$ cat src/design/wsfm_pkg.sv
`timescale 1ns / 1ps

package wsfm_pkg;

   localparam logic [31:0] LimitReset = 32'd1024;
   localparam logic [7:0]  MaskBit    = 8'h80;
   localparam logic [6:0]  Len16Code  = 7'd126;
   localparam logic [6:0]  Len64Code  = 7'd127;
   localparam logic [31:0] ShortLimit = 32'd126;

   // Item kinds carried on the request tuser bit.
   typedef enum logic [0:0] {
      KindStart   = 1'b0,
      KindPayload = 1'b1
   } kind_type;

   // Header format chosen for a start item.
   typedef enum logic [1:0] {
      HdrReject,
      HdrShort,
      HdrMedium,
      HdrLong
   } hdr_type;

   typedef struct packed {
      kind_type    kind;
      logic [3:0]  opcode;
      logic [31:0] payload_length;
      logic [31:0] mask_key;
      logic [7:0]  payload_byte;
   } item_type;

   typedef struct packed {
      logic [7:0] out_byte;
      logic       last;
      logic       error;
   } result_type;

   // Byte of a 32-bit word counted from the most significant end.
   function automatic logic [7:0] be_byte(input logic [31:0] word, input logic [1:0] idx);
      logic [7:0] b;
      case (idx)
         2'd0:    b = word[31:24];
         2'd1:    b = word[23:16];
         2'd2:    b = word[15:8];
         default: b = word[7:0];
      endcase
      return b;
   endfunction

endpackage

$ cat src/design/wsfm_in_reg.sv
`timescale 1ns / 1ps

module wsfm_in_reg (
   input  logic               clock,
   input  logic               reset,
   input  logic               in_valid,
   output logic               in_ready,
   input  wsfm_pkg::item_type in_item,
   output logic               hold_valid,
   output wsfm_pkg::item_type hold_item,
   input  logic               pop
);
   import wsfm_pkg::*;

   logic     valid_ff;
   logic     valid_in;
   item_type item_ff;

   // A new item may enter when the register is empty or is emptied this cycle.
   assign in_ready = !valid_ff || pop;

   always_comb begin
      valid_in = valid_ff;
      if (in_ready) begin
         valid_in = in_valid;
      end
   end

   always_ff @(posedge clock) begin
      if (reset) begin
         valid_ff <= 1'b0;
      end else begin
         valid_ff <= valid_in;
      end
   end

   always_ff @(posedge clock) begin
      if (in_ready && in_valid) begin
         item_ff <= in_item;
      end
   end

   assign hold_valid = valid_ff;
   assign hold_item  = item_ff;

endmodule

$ cat src/design/wsfm_encoder.sv
`timescale 1ns / 1ps

module wsfm_encoder (
   input  logic                 clock,
   input  logic                 reset,
   input  logic                 csr_we,
   input  logic [31:0]          csr_data,
   input  logic                 in_valid,
   input  wsfm_pkg::item_type   in_item,
   output logic                 pop,
   input  logic                 out_ready,
   output logic                 res_valid,
   output wsfm_pkg::result_type res
);
   import wsfm_pkg::*;

   logic [31:0] limit_ff;
   logic        frame_open_ff, frame_open_in;
   logic [31:0] bytes_left_ff, bytes_left_in;
   logic [31:0] key_store_ff, key_store_in;
   logic [1:0]  key_index_ff, key_index_in;
   logic [3:0]  seq_ff, seq_in;

   hdr_type     cls;
   logic [3:0]  hdr_len;
   logic [3:0]  last_seq;
   logic [3:0]  key_pos;
   logic [3:0]  long_pos;
   logic [7:0]  long_byte;
   logic        item_done;
   logic        emit;
   logic [31:0] len;

   assign len  = in_item.payload_length;
   assign emit = in_valid && out_ready;

   // Header format and the sequence bounds of a start item.
   always_comb begin
      if (len > limit_ff) begin
         cls = HdrReject;
      end else if (len < ShortLimit) begin
         cls = HdrShort;
      end else if (len[31:16] == 16'd0) begin
         cls = HdrMedium;
      end else begin
         cls = HdrLong;
      end
      case (cls)
         HdrShort: begin
            hdr_len  = 4'd2;
            last_seq = 4'd5;
         end
         HdrMedium: begin
            hdr_len  = 4'd4;
            last_seq = 4'd7;
         end
         HdrLong: begin
            hdr_len  = 4'd10;
            last_seq = 4'd13;
         end
         default: begin
            hdr_len  = 4'd0;
            last_seq = 4'd0;
         end
      endcase
   end

   assign key_pos   = seq_ff - hdr_len;
   assign long_pos  = seq_ff - 4'd2;
   // The 64-bit length field has its upper four bytes at zero.
   assign long_byte = long_pos[2] ? be_byte(len, long_pos[1:0]) : 8'h00;

   // One result byte per cycle, while the result register can take it, for the item in the input register.
   always_comb begin
      res       = '0;
      item_done = 1'b1;
      if (in_item.kind == KindPayload) begin
         if (!frame_open_ff) begin
            res.last  = 1'b1;
            res.error = 1'b1;
         end else begin
            res.out_byte = in_item.payload_byte ^ be_byte(key_store_ff, key_index_ff);
            res.last     = (bytes_left_ff == 32'd1);
         end
      end else if (cls == HdrReject) begin
         res.last  = 1'b1;
         res.error = 1'b1;
      end else begin
         item_done = (seq_ff == last_seq);
         res.last  = item_done && (len == 32'd0);
         if (seq_ff == 4'd0) begin
            res.out_byte = MaskBit | {4'd0, in_item.opcode};
         end else if (seq_ff < hdr_len) begin
            case (cls)
               HdrShort: begin
                  res.out_byte = MaskBit | {1'b0, len[6:0]};
               end
               HdrMedium: begin
                  if (seq_ff == 4'd1) begin
                     res.out_byte = MaskBit | {1'b0, Len16Code};
                  end else if (seq_ff == 4'd2) begin
                     res.out_byte = len[15:8];
                  end else begin
                     res.out_byte = len[7:0];
                  end
               end
               HdrLong: begin
                  if (seq_ff == 4'd1) begin
                     res.out_byte = MaskBit | {1'b0, Len64Code};
                  end else begin
                     res.out_byte = long_byte;
                  end
               end
               default: begin
                  res.out_byte = 8'h00;
               end
            endcase
         end else begin
            res.out_byte = be_byte(in_item.mask_key, key_pos[1:0]);
         end
      end
   end

   assign res_valid = in_valid;
   assign pop       = emit && item_done;

   // Frame state moves only when an item has given all its results; the header sequence steps with each byte.
   always_comb begin
      frame_open_in = frame_open_ff;
      bytes_left_in = bytes_left_ff;
      key_store_in  = key_store_ff;
      key_index_in  = key_index_ff;
      seq_in        = seq_ff;
      if (emit) begin
         seq_in = item_done ? 4'd0 : seq_ff + 4'd1;
      end
      if (pop) begin
         if (in_item.kind == KindPayload) begin
            if (frame_open_ff) begin
               key_index_in  = key_index_ff + 2'd1;
               bytes_left_in = bytes_left_ff - 32'd1;
               frame_open_in = (bytes_left_ff != 32'd1);
            end
         end else begin
            key_index_in = 2'd0;
            if (cls == HdrReject) begin
               frame_open_in = 1'b0;
               bytes_left_in = 32'd0;
            end else begin
               key_store_in  = in_item.mask_key;
               frame_open_in = (len != 32'd0);
               bytes_left_in = len;
            end
         end
      end
   end

   always_ff @(posedge clock) begin
      if (reset) begin
         limit_ff      <= LimitReset;
         frame_open_ff <= 1'b0;
         bytes_left_ff <= 32'd0;
         key_store_ff  <= 32'd0;
         key_index_ff  <= 2'd0;
         seq_ff        <= 4'd0;
      end else begin
         if (csr_we) begin
            limit_ff <= csr_data;
         end
         frame_open_ff <= frame_open_in;
         bytes_left_ff <= bytes_left_in;
         key_store_ff  <= key_store_in;
         key_index_ff  <= key_index_in;
         seq_ff        <= seq_in;
      end
   end

`ifndef NO_ASSERTIONS
   // A start item in mid-header must still be held in the input register.
   a_seq_held: assert property (@(posedge clock) disable iff (reset)
      (seq_ff != 4'd0) |-> (in_valid && in_item.kind == KindStart))
      else $error("header sequence running without a held start item");

   // A frame is open exactly while payload bytes remain.
   a_open_count: assert property (@(posedge clock) disable iff (reset)
      frame_open_ff == (bytes_left_ff != 32'd0))
      else $error("frame_open disagrees with bytes_left");

   // The final payload byte closes the frame.
   a_close: assert property (@(posedge clock) disable iff (reset)
      (pop && in_item.kind == KindPayload && bytes_left_ff == 32'd1) |=> !frame_open_ff)
      else $error("frame left open after its final byte");

   // Each masked payload byte advances the key position by one.
   a_key_step: assert property (@(posedge clock) disable iff (reset)
      (pop && in_item.kind == KindPayload && frame_open_ff)
         |=> (key_index_ff == 2'($past(key_index_ff) + 2'd1)))
      else $error("key index did not advance");
`endif

endmodule

$ cat src/design/wsfm_out_reg.sv
`timescale 1ns / 1ps

module wsfm_out_reg (
   input  logic                 clock,
   input  logic                 reset,
   input  logic                 res_valid,
   input  wsfm_pkg::result_type res,
   output logic                 res_ready,
   output logic                 out_valid,
   output wsfm_pkg::result_type out_res,
   input  logic                 out_ready
);
   import wsfm_pkg::*;

   logic       valid_ff;
   logic       valid_in;
   result_type res_ff;

   // The register takes a new result when empty or when its content leaves.
   assign res_ready = !valid_ff || out_ready;

   always_comb begin
      valid_in = valid_ff;
      if (res_ready) begin
         valid_in = res_valid;
      end
   end

   always_ff @(posedge clock) begin
      if (reset) begin
         valid_ff <= 1'b0;
      end else begin
         valid_ff <= valid_in;
      end
   end

   always_ff @(posedge clock) begin
      if (res_ready && res_valid) begin
         res_ff <= res;
      end
   end

   assign out_valid = valid_ff;
   assign out_res   = res_ff;

endmodule

$ cat src/design/websocket_frame_masker.sv
`timescale 1ns / 1ps

// Masked WebSocket client frame encoder.
// The req_ channel takes items: tuser 0 is a frame start carrying opcode, payload length and
// masking key; tuser 1 is one raw payload byte. The rsp_ channel delivers frame bytes in order:
// header, the four key bytes, then each payload byte XORed with its key byte. tlast marks the
// final byte of a frame or an error transfer, and tuser flags an error (length over the limit,
// or a payload byte with no open frame), which comes as a single zero byte.
// The csr_ channel writes the payload length limit; it is always ready and should only be
// written while no item is in flight.
// The first result of an item passes through the input register and then the result
// register before it is offered. Payload bytes flow at one per cycle while rsp_tready stays
// high. A start item emits 6, 8 or 14 bytes on the single output byte path (short, 16-bit
// or 64-bit length form) and 1 byte when rejected; the request channel stalls while its
// header and key bytes are emitted.
// A result register sits between the encoder and rsp_, so a new item is accepted while a
// finished byte waits; when rsp_tready is low both registers fill and req_tready drops.
// Reset clears both registers, closes any open frame and loads the limit with 1024.
module websocket_frame_masker (
   input  logic        clock,
   input  logic        reset,
   input  logic        req_tvalid,
   output logic        req_tready,
   // [3:0] opcode, [35:4] payload_length, [67:36] mask_key, [75:68] payload_byte, rest zero
   input  logic [79:0] req_tdata,
   // [0] kind
   input  logic [0:0]  req_tuser,
   output logic        rsp_tvalid,
   input  logic        rsp_tready,
   // [7:0] out_byte
   output logic [7:0]  rsp_tdata,
   output logic        rsp_tlast,
   // [0] error
   output logic [0:0]  rsp_tuser,
   input  logic        csr_valid,
   output logic        csr_ready,
   input  logic [31:0] csr_data
);
   import wsfm_pkg::*;

   item_type   req_item;
   item_type   hold_item;
   logic       hold_valid;
   logic       pop;
   logic       res_valid;
   logic       res_ready;
   result_type res;
   result_type out_res;

   // Unpack the request transfer into the item fields.
   assign req_item.kind           = kind_type'(req_tuser[0]);
   assign req_item.opcode         = req_tdata[3:0];
   assign req_item.payload_length = req_tdata[35:4];
   assign req_item.mask_key       = req_tdata[67:36];
   assign req_item.payload_byte   = req_tdata[75:68];

   // The limit register takes a write in any cycle.
   assign csr_ready = 1'b1;

   wsfm_in_reg u_in_reg (
      .clock      (clock),
      .reset      (reset),
      .in_valid   (req_tvalid),
      .in_ready   (req_tready),
      .in_item    (req_item),
      .hold_valid (hold_valid),
      .hold_item  (hold_item),
      .pop        (pop)
   );

   wsfm_encoder u_encoder (
      .clock     (clock),
      .reset     (reset),
      .csr_we    (csr_valid),
      .csr_data  (csr_data),
      .in_valid  (hold_valid),
      .in_item   (hold_item),
      .pop       (pop),
      .out_ready (res_ready),
      .res_valid (res_valid),
      .res       (res)
   );

   wsfm_out_reg u_out_reg (
      .clock     (clock),
      .reset     (reset),
      .res_valid (res_valid),
      .res       (res),
      .res_ready (res_ready),
      .out_valid (rsp_tvalid),
      .out_res   (out_res),
      .out_ready (rsp_tready)
   );

   assign rsp_tdata    = out_res.out_byte;
   assign rsp_tlast    = out_res.last;
   assign rsp_tuser[0] = out_res.error;

endmodule

$ cat config.mk
export PLATFORM = sky130hd
export DESIGN_NAME = websocket_frame_masker
export DESIGN_NICKNAME = d
export VERILOG_FILES = /design/src/design/wsfm_pkg.sv /design/src/design/wsfm_in_reg.sv /design/src/design/wsfm_encoder.sv /design/src/design/wsfm_out_reg.sv /design/src/design/websocket_frame_masker.sv
export SDC_FILE = /design/constraint.sdc
export NUM_CORES = 1
export LEC_CHECK = 0
export ABC_CLOCK_PERIOD_IN_PS = 6750
export BUFFER_PORTS_ARGS = -buffer_cell sky130_fd_sc_hd__buf_2
export CAP_MARGIN = 20
export CORE_UTILIZATION = 40
export DETAILED_ROUTE_END_ITERATION = 10
export SYNTH_ARGS = -nofsm -noshare
export SYNTH_HDL_FRONTEND = slang
export SYNTH_SLANG_ARGS = --single-unit
export TNS_END_PERCENT = 10
$ cat constraint.sdc
create_clock -name clock -period 6.75 [get_ports clock]
set_clock_uncertainty 0.1 [all_clocks]
set_input_delay 0.675 -clock clock [delete_from_list [all_inputs] [get_ports clock]]
set_output_delay 0.675 -clock clock [all_outputs]
set_load 0.01 [all_outputs]
* Word level (Yosys, flattened, before mapping) *
Index checks and enable logic that the tools add are counted.

word-level totals
  flip-flop bits (word level) = 192
  bits of input ports = 118

cells by class
  $add $sub $neg = 5
  order comparisons = 3
  eq/ne operators = 15
  muxes and demuxes = 35
  bitwise logic cells = 3
  reductions and logical operators = 18

operators with widths
  kind                                                   count
  2-to-1 mux 32 bit                                      3
  case mux 8 bit (3 select lines)                        4
  2-to-1 mux 8 bit                                       10
  equality test 32 x 1 -> 1 bit (second input constant)  1
  > comparator 32 bit                                    1
  zero test 32 bit                                       1
  < comparator 32 x 7 -> 1 bit (second input constant)   1
  != test 32 x 1 -> 1 bit (second input constant)        1
  nonzero test 32 bit                                    1
  subtractor 32 x 1 -> 32 bit (second input constant)    1
  case mux 4 bit (3 select lines)                        2
  zero test 16 bit                                       1
  equality test 2 bit (second input constant)            5
  2-to-1 mux 1 bit                                       10
  2-to-1 mux 10 bit                                      1
  equality test 2 x 1 -> 1 bit (second input constant)   4
  zero test 2 bit                                        4
  2-to-1 mux 2 bit                                       4
  XOR 8 bit                                              1
  adder 4 x 1 -> 4 bit (second input constant)           1
  equality test 4 x 1 -> 1 bit (second input constant)   1
  equality test 4 x 2 -> 1 bit (second input constant)   1
  equality test 4 bit                                    1
  logical AND 1 bit                                      4
  12 further kinds                                       15

* Longest topological paths before layout *
Gate-level depths: netlist (run 1).

  word-level depth = 13
  gate-level depth with buffers = 17
  depth with buffers taken out = 16

* By module *
Synthesis (run 1) repeated with hierarchy kept, for this count alone.

unflattened totals
  cell total of the unflattened synthesis = 1029
  area total of the unflattened synthesis = 9902.0 sq um

by module, submodules not included
  module                  instances  cells each  area each (sq um)  seq. area each (sq um)
  wsfm_encoder            1          930         7168.1             2062.0
  wsfm_in_reg             1          82          2367.3             2332.2
  wsfm_out_reg            1          15          355.3              320.3
  websocket_frame_masker  1          2           11.3               0.0

* Worst setup path before layout (run 1) *
Ideal clock, no wire load.

  path kind = reg2reg
  from = register u_in_reg.item_ff, in the netlist u_in_reg.hold_item[55]
  to = register u_in_reg.item_ff, in the netlist u_in_reg.hold_item[0], enable pin
  library setup time = 444 ps
  arrival time = 4825 ps
  required time = 6206 ps
  setup slack = 1381 ps
  cell stages (with the launch flop) = 15
  path buffers = 1
  clock period less this slack = 5369 ps
  cell sequence = edfxtp_1 ha_1 nand4_1 or4_4 nor2_1 a21o_2 nand2_1 inv_1 nand2_1 ha_1 and3_1 buf_2 o21ai_1 nand2_1 and2_1

on the way
  word-level cells in the longest chain between the ends = 11
  elaborated cells on any way between the ends = 15
  classes of those cells = order compare: 2; eq/ne: 4; mux: 5; reduce/logical: 4

ends and longest elaborated chain
  what                                                                        RTL line                      text
  from (decl)                                                                 wsfm_in_reg.sv:17             item_type item_ff;
  from (signal assigned)                                                      wsfm_in_reg.sv:39             item_ff <= in_item;
  < comparator 32 x 7 -> 1 bit                                                wsfm_encoder.sv:41            end else if (len < ShortLimit) begin
  2-to-1 mux 2 bit                                                            wsfm_encoder.sv:41
  2-to-1 mux 2 bit (*)                                                        wsfm_encoder.sv:39            if (len > limit_ff) begin
  equality test 2 bit / equality test 2 x 1 -> 1 bit (equally long branches)  wsfm_encoder.sv:48            case (cls)
  case mux 4 bit (3 select lines)                                             wsfm_encoder.sv:48
  equality test 4 bit                                                         wsfm_encoder.sv:89            item_done = (seq_ff == last_seq);
  2-to-1 mux 1 bit (*)                                                        wsfm_encoder.sv:85            end else if (cls == HdrReject) begin
  2-to-1 mux 1 bit (*)                                                        wsfm_encoder.sv:77            if (in_item.kind == KindPayload) begin
  logical AND 1 bit (*)                                                       wsfm_encoder.sv:125           assign pop = emit && item_done;
  logical OR 1 bit (*)                                                        wsfm_in_reg.sv:20             assign in_ready = !valid_ff || pop;
  via req_tready                                                              websocket_frame_masker.sv:23  output logic req_tready,
  logical AND 1 bit (*)                                                       wsfm_in_reg.sv:38             if (in_ready && in_valid) begin

The timed path passes the listed nets; every way through them passes the cells marked *.
A chain may end at the register's enable or synchronous reset.

* Final worst setup path (run 1) *
  from = register u_in_reg.item_ff, in the netlist u_in_reg.hold_item[71]
  to = output req_tready

on the way
  word-level cells in the longest chain between the ends = 11
  elaborated cells on any way between the ends = 16
  classes of those cells = order compare: 2; eq/ne: 4; mux: 6; reduce/logical: 4

ends and longest elaborated chain
  what                                                                                  RTL line
  parallel branches: the longest is 3 deep, another holds < comparator 32 x 7 -> 1 bit  -
  2-to-1 mux 2 bit (*)                                                                  wsfm_encoder.sv:39
  equality test 2 bit / equality test 2 x 1 -> 1 bit (equally long branches)            wsfm_encoder.sv:48
  case mux 4 bit (3 select lines)                                                       wsfm_encoder.sv:48
  equality test 4 bit                                                                   wsfm_encoder.sv:89
  2-to-1 mux 1 bit (*)                                                                  wsfm_encoder.sv:85
  2-to-1 mux 1 bit (*)                                                                  wsfm_encoder.sv:77
  logical AND 1 bit (*)                                                                 wsfm_encoder.sv:125
  logical OR 1 bit (*)                                                                  wsfm_in_reg.sv:20
  to (decl)                                                                             websocket_frame_masker.sv:23

Mark *: on every way between the ends.

==> results_dict.tcl, run 1 <==
set metrics [dict create \
    status "finished clean" \
    worstHoldPathCells 1 \
    path_clk_slew_ns 0.09 \
    netlist_instances 1019 \
    ys_seq_area_share_pct 48.1 \
    slew_headroom_pct 26.6 \
    avgSynthCellArea_um2 9.61 \
    power_density_nw_per_um2 257 \
    die_x_um 158 \
    hp-class "primary input to register" \
    cap_violations 0 \
    vdd_drop_max_uv 123 \
    r2r_setup_slack_ns 1.66 \
    grt_max_degree 57 \
    path_max_fanout 7 \
    dr.pass1.iters 5 \
    synth_edf_count 87 \
    synth.most_common_cell "nand2_1" \
    rows 56 \
    holdBufCountCts 0 \
    drc_errors 0 \
    fin_util_pct 47.5 \
    wl_met3_um 1470 \
    synth_area_um2 9800 \
    first_iter_violations 609 \
    cts_root_buffer "clkbuf_16" \
    cts.path.max_buffers 2 \
    ant_nets 0 \
    ff2ff_path_depth 14 \
    synth_commonest_cells "nand2_1, a21oi_1, dfxtp_1, edfxtp_1, nor2_1" \
    rsz0062_at_grt "no" \
    top_layer_used "met4" \
    drv_slew 0 \
    synth_fa_ha_area_share_pct 5.88 \
    final-hold-violation-count 0 \
    numClockSinks 192 \
    period_minus_slack_ns 5.10 \
    synth_compound_area_share_pct 18.2 \
    viasPerCell 5.56 \
    wl_per_cell_um 18.6 \
    cts_tree "done" \
    dr_wl_met2_um 12500 \
    min_from "req_tdata[57]" \
    yosysTopAreaCellShare_pct 26.7 \
    via_count 8042 \
    cp-start-kind "register" \
    tns_ns 0 \
    num_antenna_cells 0 \
    io_buffers 125 \
    ys_warn_count 0 \
    clock_latency_ns 0.45 \
    critical_path_class "register to output pin" \
    coreArea_um2 23800 \
    synthMuxAreaShare_pct 5.62 \
    nNetsFinal 1278 \
    yosys.area_share.simple_pct 15.8 \
    power.leakage_nw 4.26 \
    synth_fp_nets 1183 \
    die_area_um2 25100 \
    critical_path.endpoint_type "output pin" \
    ios 131 \
    cts-buffers-inserted 17 \
    wirelength_um 27000 \
    min_to "u_in_reg.hold_item[29]" \
    cts_resized 0 \
    die_h_um 158 \
    synth_xor_area_share_pct 1.16 \
    grt_pass1_wl_um 42000 \
    track_usage_pct 22.2 \
    synth.largest_area_cell "edfxtp_1" \
    synth_top_family_by_area "compound AO/OA/AOI/OAI gates" \
    ys.flop_type "dfxtp_1" \
    post-cts-setup-buffers 0 \
    fmax_mhz 196 \
    syn2layout_area_growth_pct 15.1 \
    antenna_found_initial 0 \
    synth_area_leaders "edfxtp_1, dfxtp_1, a21oi_1, ha_1, nand2_1" \
    r2r_start "u_in_reg.hold_item[71]" \
    final-setup-viol-count 0 \
    arrival_ns 4.32 \
    worstMarginPinSlew_ns 1.10 \
    m1WireLength_um 12300 \
    finalCritPeriodShare_pct 75.5 \
    place_hpwl_um 19100 \
    r2r_end "u_in_reg.hold_item[56]" \
    holdWs_ns 0.289 \
    synthArstFlopShare_pct 0 \
    start_util_pct 41.2 \
    gp_congestion 0.880 \
    grt_overflow 0 \
    cp.required_ns 5.97 \
    report.power.total_mw 2.90 \
    synth_cell_type_count 81 \
    ys_ff_latch 192 \
    drive_gt1_share_pct 18.2 \
    h-tree-depth 4 \
    grt_pass1_vias 7657 \
]
[per-layer routing]
layer  GRT usage (%)  vias up
met5               0        -
met2            35.3      265
met1            30.1     3802
li1                -     3938
met4            7.83        0
met3            4.08       37
[cell type report]
type	instances	area, µm²
Tap cell	319	399
Timing Repair Buffer	135	711
Multi-Input combinational cell	713	4590
Sequential cell	192	4710
Clock buffer	17	425
Fill cell	2234	12500
Clock inverter	15	230
Inverter	55	206
[cell families (layout without fill, tap and decap cells)]
group,Yosys count,in the layout
AOI/OAI and AO/OA,278,278
xor gates and xnor gates,13,13
adders and majority gates,46,46
buffers and inverters,114,222
DFF,192,192
muxes,45,45
other,1,1
and+or+nand+nor,330,330
[worst max-delay path by stage]
stage / endpoint / slack (ns) / startpoint / cells past startpoint
finish: req_tready / 1.65 / u_in_reg.hold_item[71] / 13
detailed placement: u_in_reg.hold_item[52] / 1.60 / u_in_reg.hold_item[55] / 14
global placement: u_in_reg.hold_item[52] / 1.68 / u_in_reg.hold_item[55] / 14
CTS: u_in_reg.hold_item[56] / 1.59 / u_in_reg.hold_item[55] / 14
global route: u_in_reg.hold_item[56] / 1.35 / u_in_reg.hold_item[55] / 14
floorplan: u_in_reg.hold_item[0] / 1.38 / u_in_reg.hold_item[55] / 14
[where the power goes]
group / switching, mW / leakage [nW] / internal (mW) / total (mW)
logic: 0.280 / 2.26 / 0.183 / 0.463
registers: 0.0602 / 1.69 / 1.28 / 1.34
clock network: 0.566 / 0.316 / 0.530 / 1.10
total: 0.906 / 4.26 / 2.00 / 2.90
[per-stage QoR]
stage | instances | cell area [µm²] | setup WS, ns
after CTS | 1446 | 11300 | 1.59
after global routing | 1446 | 11300 | 1.35
after global placement | 1413 | 10600 | 1.68
after floorplan | 1019 | 9800 | 1.38
final | 1446 | 11300 | 1.65
after detailed placement | 1414 | 10600 | 1.60
[state kept, by name, summed over array words and instances, names as in the netlist, 2 cells and up]
name,cells
u_encoder.seq_ff,4
u_in_reg.hold_item,77
u_encoder.key_index_ff,2
u_encoder.key_store_ff,32
u_encoder.bytes_left_ff,32
u_out_reg.out_res,10
u_encoder.limit_ff,32
[critical path, stage by stage (launching register included)]
cell and delay (ns):
edfxtp_1 0.53, ha_1 0.39, nand4_2 0.16, or4_4 0.60, nor2_1 0.23, a21o_2 0.22, nand2_1 0.19, inv_1 0.26
nand2_1 0.09, ha_1 0.33, and3_1 0.36, o21ai_1 0.21, nand2_1 0.16, buf_2 0.14
[cells in the final DEF (no fill, tap or decap), types with 9 or more instances in the layout]
cell type | Yosys | final
nor2_1 | 82 | 82
inv_1 | 54 | 54
a21oi_1 | 118 | 117
nor3_1 | 32 | 32
nor4_1 | 9 | 9
o22ai_1 | 13 | 13
mux2i_1 | 37 | 37
clkbuf_16 | 0 | 17
nand4_1 | 16 | 16
nand3_1 | 13 | 13
xnor2_1 | 10 | 10
a31oi_1 | 10 | 10
o211ai_1 | 10 | 10
buf_2 | 12 | 124
dfxtp_1 | 105 | 105
ha_1 | 46 | 46
edfxtp_1 | 87 | 87
a22oi_1 | 15 | 15
nand2_1 | 139 | 139
buf_4 | 2 | 10
o21ai_0 | 36 | 36
Power figures use the tool's default switching activity.
==> run 2, diff against run 1 <==
- ABC_CLOCK_PERIOD_IN_PS: 6750 -> 5200
- clock period: 6.75 -> 5.2 ns (I/O delays scaled with it)
==> results_dict.tcl, run 2 (synthesis results as in run 1) <==
set metrics [dict create \
    cts-buffers-inserted 17 \
    instances_no_fill 1452 \
    tns_ns 0 \
    grt_max_degree 54 \
    p_comb_share_pct 16.1 \
    critical_path_class "register to output pin" \
    post-cts-setup-buffers 0 \
    io_buffers 125 \
    final-setup-viol-count 0 \
    critical_path.endpoint_type "output pin" \
    antenna_found_initial 0 \
    nNetsFinal 1284 \
    wirelength_um 27200 \
    power_density_nw_per_um2 336 \
    place_ws_ns 0.704 \
    hp-class "primary input to register" \
    first_iter_violations 757 \
    swShare_pct 31.5 \
    clkPwrFrac_pct 38.2 \
    cp.required_ns 4.58 \
    final-hold-violation-count 0 \
    sequentialPowerShare_pct 45.8 \
    path_clk_slew_ns 0.09 \
    final_area_um2 11300 \
    final_common_cell "nand2_1" \
    drive_gt1_share_pct 18.5 \
    ios 131 \
    cap_violations 0 \
    holdBufCountCts 0 \
    place_hpwl_um 19100 \
    grt_overflow 0 \
    wl_per_cell_um 18.7 \
    arrival_ns 4.23 \
    grt_pass1_wl_um 42100 \
    track_usage_pct 22.3 \
    dp_cells 1420 \
    viasPerCell 5.63 \
    vdd_drop_max_uv 178 \
    dr.pass1.iters 8 \
    status "finished clean" \
    fmax_mhz 206 \
    drv_slew 0 \
    die_h_um 158 \
    rows 56 \
    holdWs_ns 0.137 \
    num_antenna_cells 0 \
    worst_slack_ns 0.353 \
    cts.path.max_buffers 2 \
    worstMarginPinSlew_ns 0.991 \
    cts_root_buffer "clkbuf_16" \
    syn2layout_area_growth_pct 15.7 \
    grt_pass1_vias 7638 \
    rsz0062_at_grt "no" \
    h-tree-depth 4 \
    drc_errors 0 \
    die_area_um2 25100 \
    cts_tree "done" \
    cts_resized 0 \
    final_cell_mix "nand2_1, buf_2, a21oi_1" \
    p_switching_mw 1.20 \
    coreArea_um2 23800 \
    cp-start-kind "register" \
    p_int_mw 2.61 \
    power.leakage_nw 4.30 \
    gp_congestion 0.914 \
    largest_reg_flops 77 \
    report.power.total_mw 3.81 \
    ant_nets 0 \
    postPlaceCellArea_um2 10700 \
    path_max_fanout 7 \
    fin_util_pct 47.7 \
    period_minus_slack_ns 4.85 \
    numClockSinks 192 \
    start_util_pct 41.2 \
    clock_latency_ns 0.45 \
    via_count 8182 \
    finalCritPeriodShare_pct 93.2 \
    slew_headroom_pct 33.9 \
    die_x_um 158 \
]
==> run 2: metal layers <==
metal	up-vias	track usage [%]	part of all wire (%)
met4	0	8.70	3.0
met1	3841	30.8	45
met2	333	34.5	45
met3	55	4.08	6.6
li1	3953	-	-
met5	-	0	0
==> run 2: final timing paths <==
check | from | endpoint | slack, ns | cells after the start
setup reg to reg | u_in_reg.hold_item[65] | u_out_reg.out_res[2] | 0.67 | 13
setup / recovery | u_in_reg.hold_item[53] | req_tready | 0.35 | 13
hold / removal | req_tdata[65] | u_in_reg.hold_item[37] | 0.14 | 1
hold reg to reg | u_encoder.key_store_ff[3] | u_encoder.key_store_ff[3] | 0.36 | 2
==> run 2: critical path, stage by stage (launching register included) <==
cell and delay (ns):
edfxtp_1 0.55, ha_1 0.37, nand4_1 0.18, or4_4 0.61
nor2_1 0.22, a21o_2 0.21, nand2_1 0.18, inv_1 0.26
nand2_1 0.10, ha_1 0.30, and3_1 0.19, o21ai_1 0.32
nand2_1 0.12, buf_2 0.15
==> run 2: area by class of cell <==
cell class,instances,area [µm²]
timing repair buffer,141,773
clock buffer,17,425
multi-input combinational,713,4580
fill,2288,12400
inverter,55,206
clock inverter,15,241
tap,319,399
sequential,192,4710
==> run 2: power by group through the flow <==
stage	clock (mW)	combinational, mW	sequential [mW]
5_1_grt	1.54	0.681	1.75
3_5_place_dp	0	0.608	1.78
2_1_floorplan	0	0.430	1.75
6_report	1.45	0.612	1.74
4_1_cts	1.48	0.610	1.74
3_3_place_gp	0	0.599	1.78
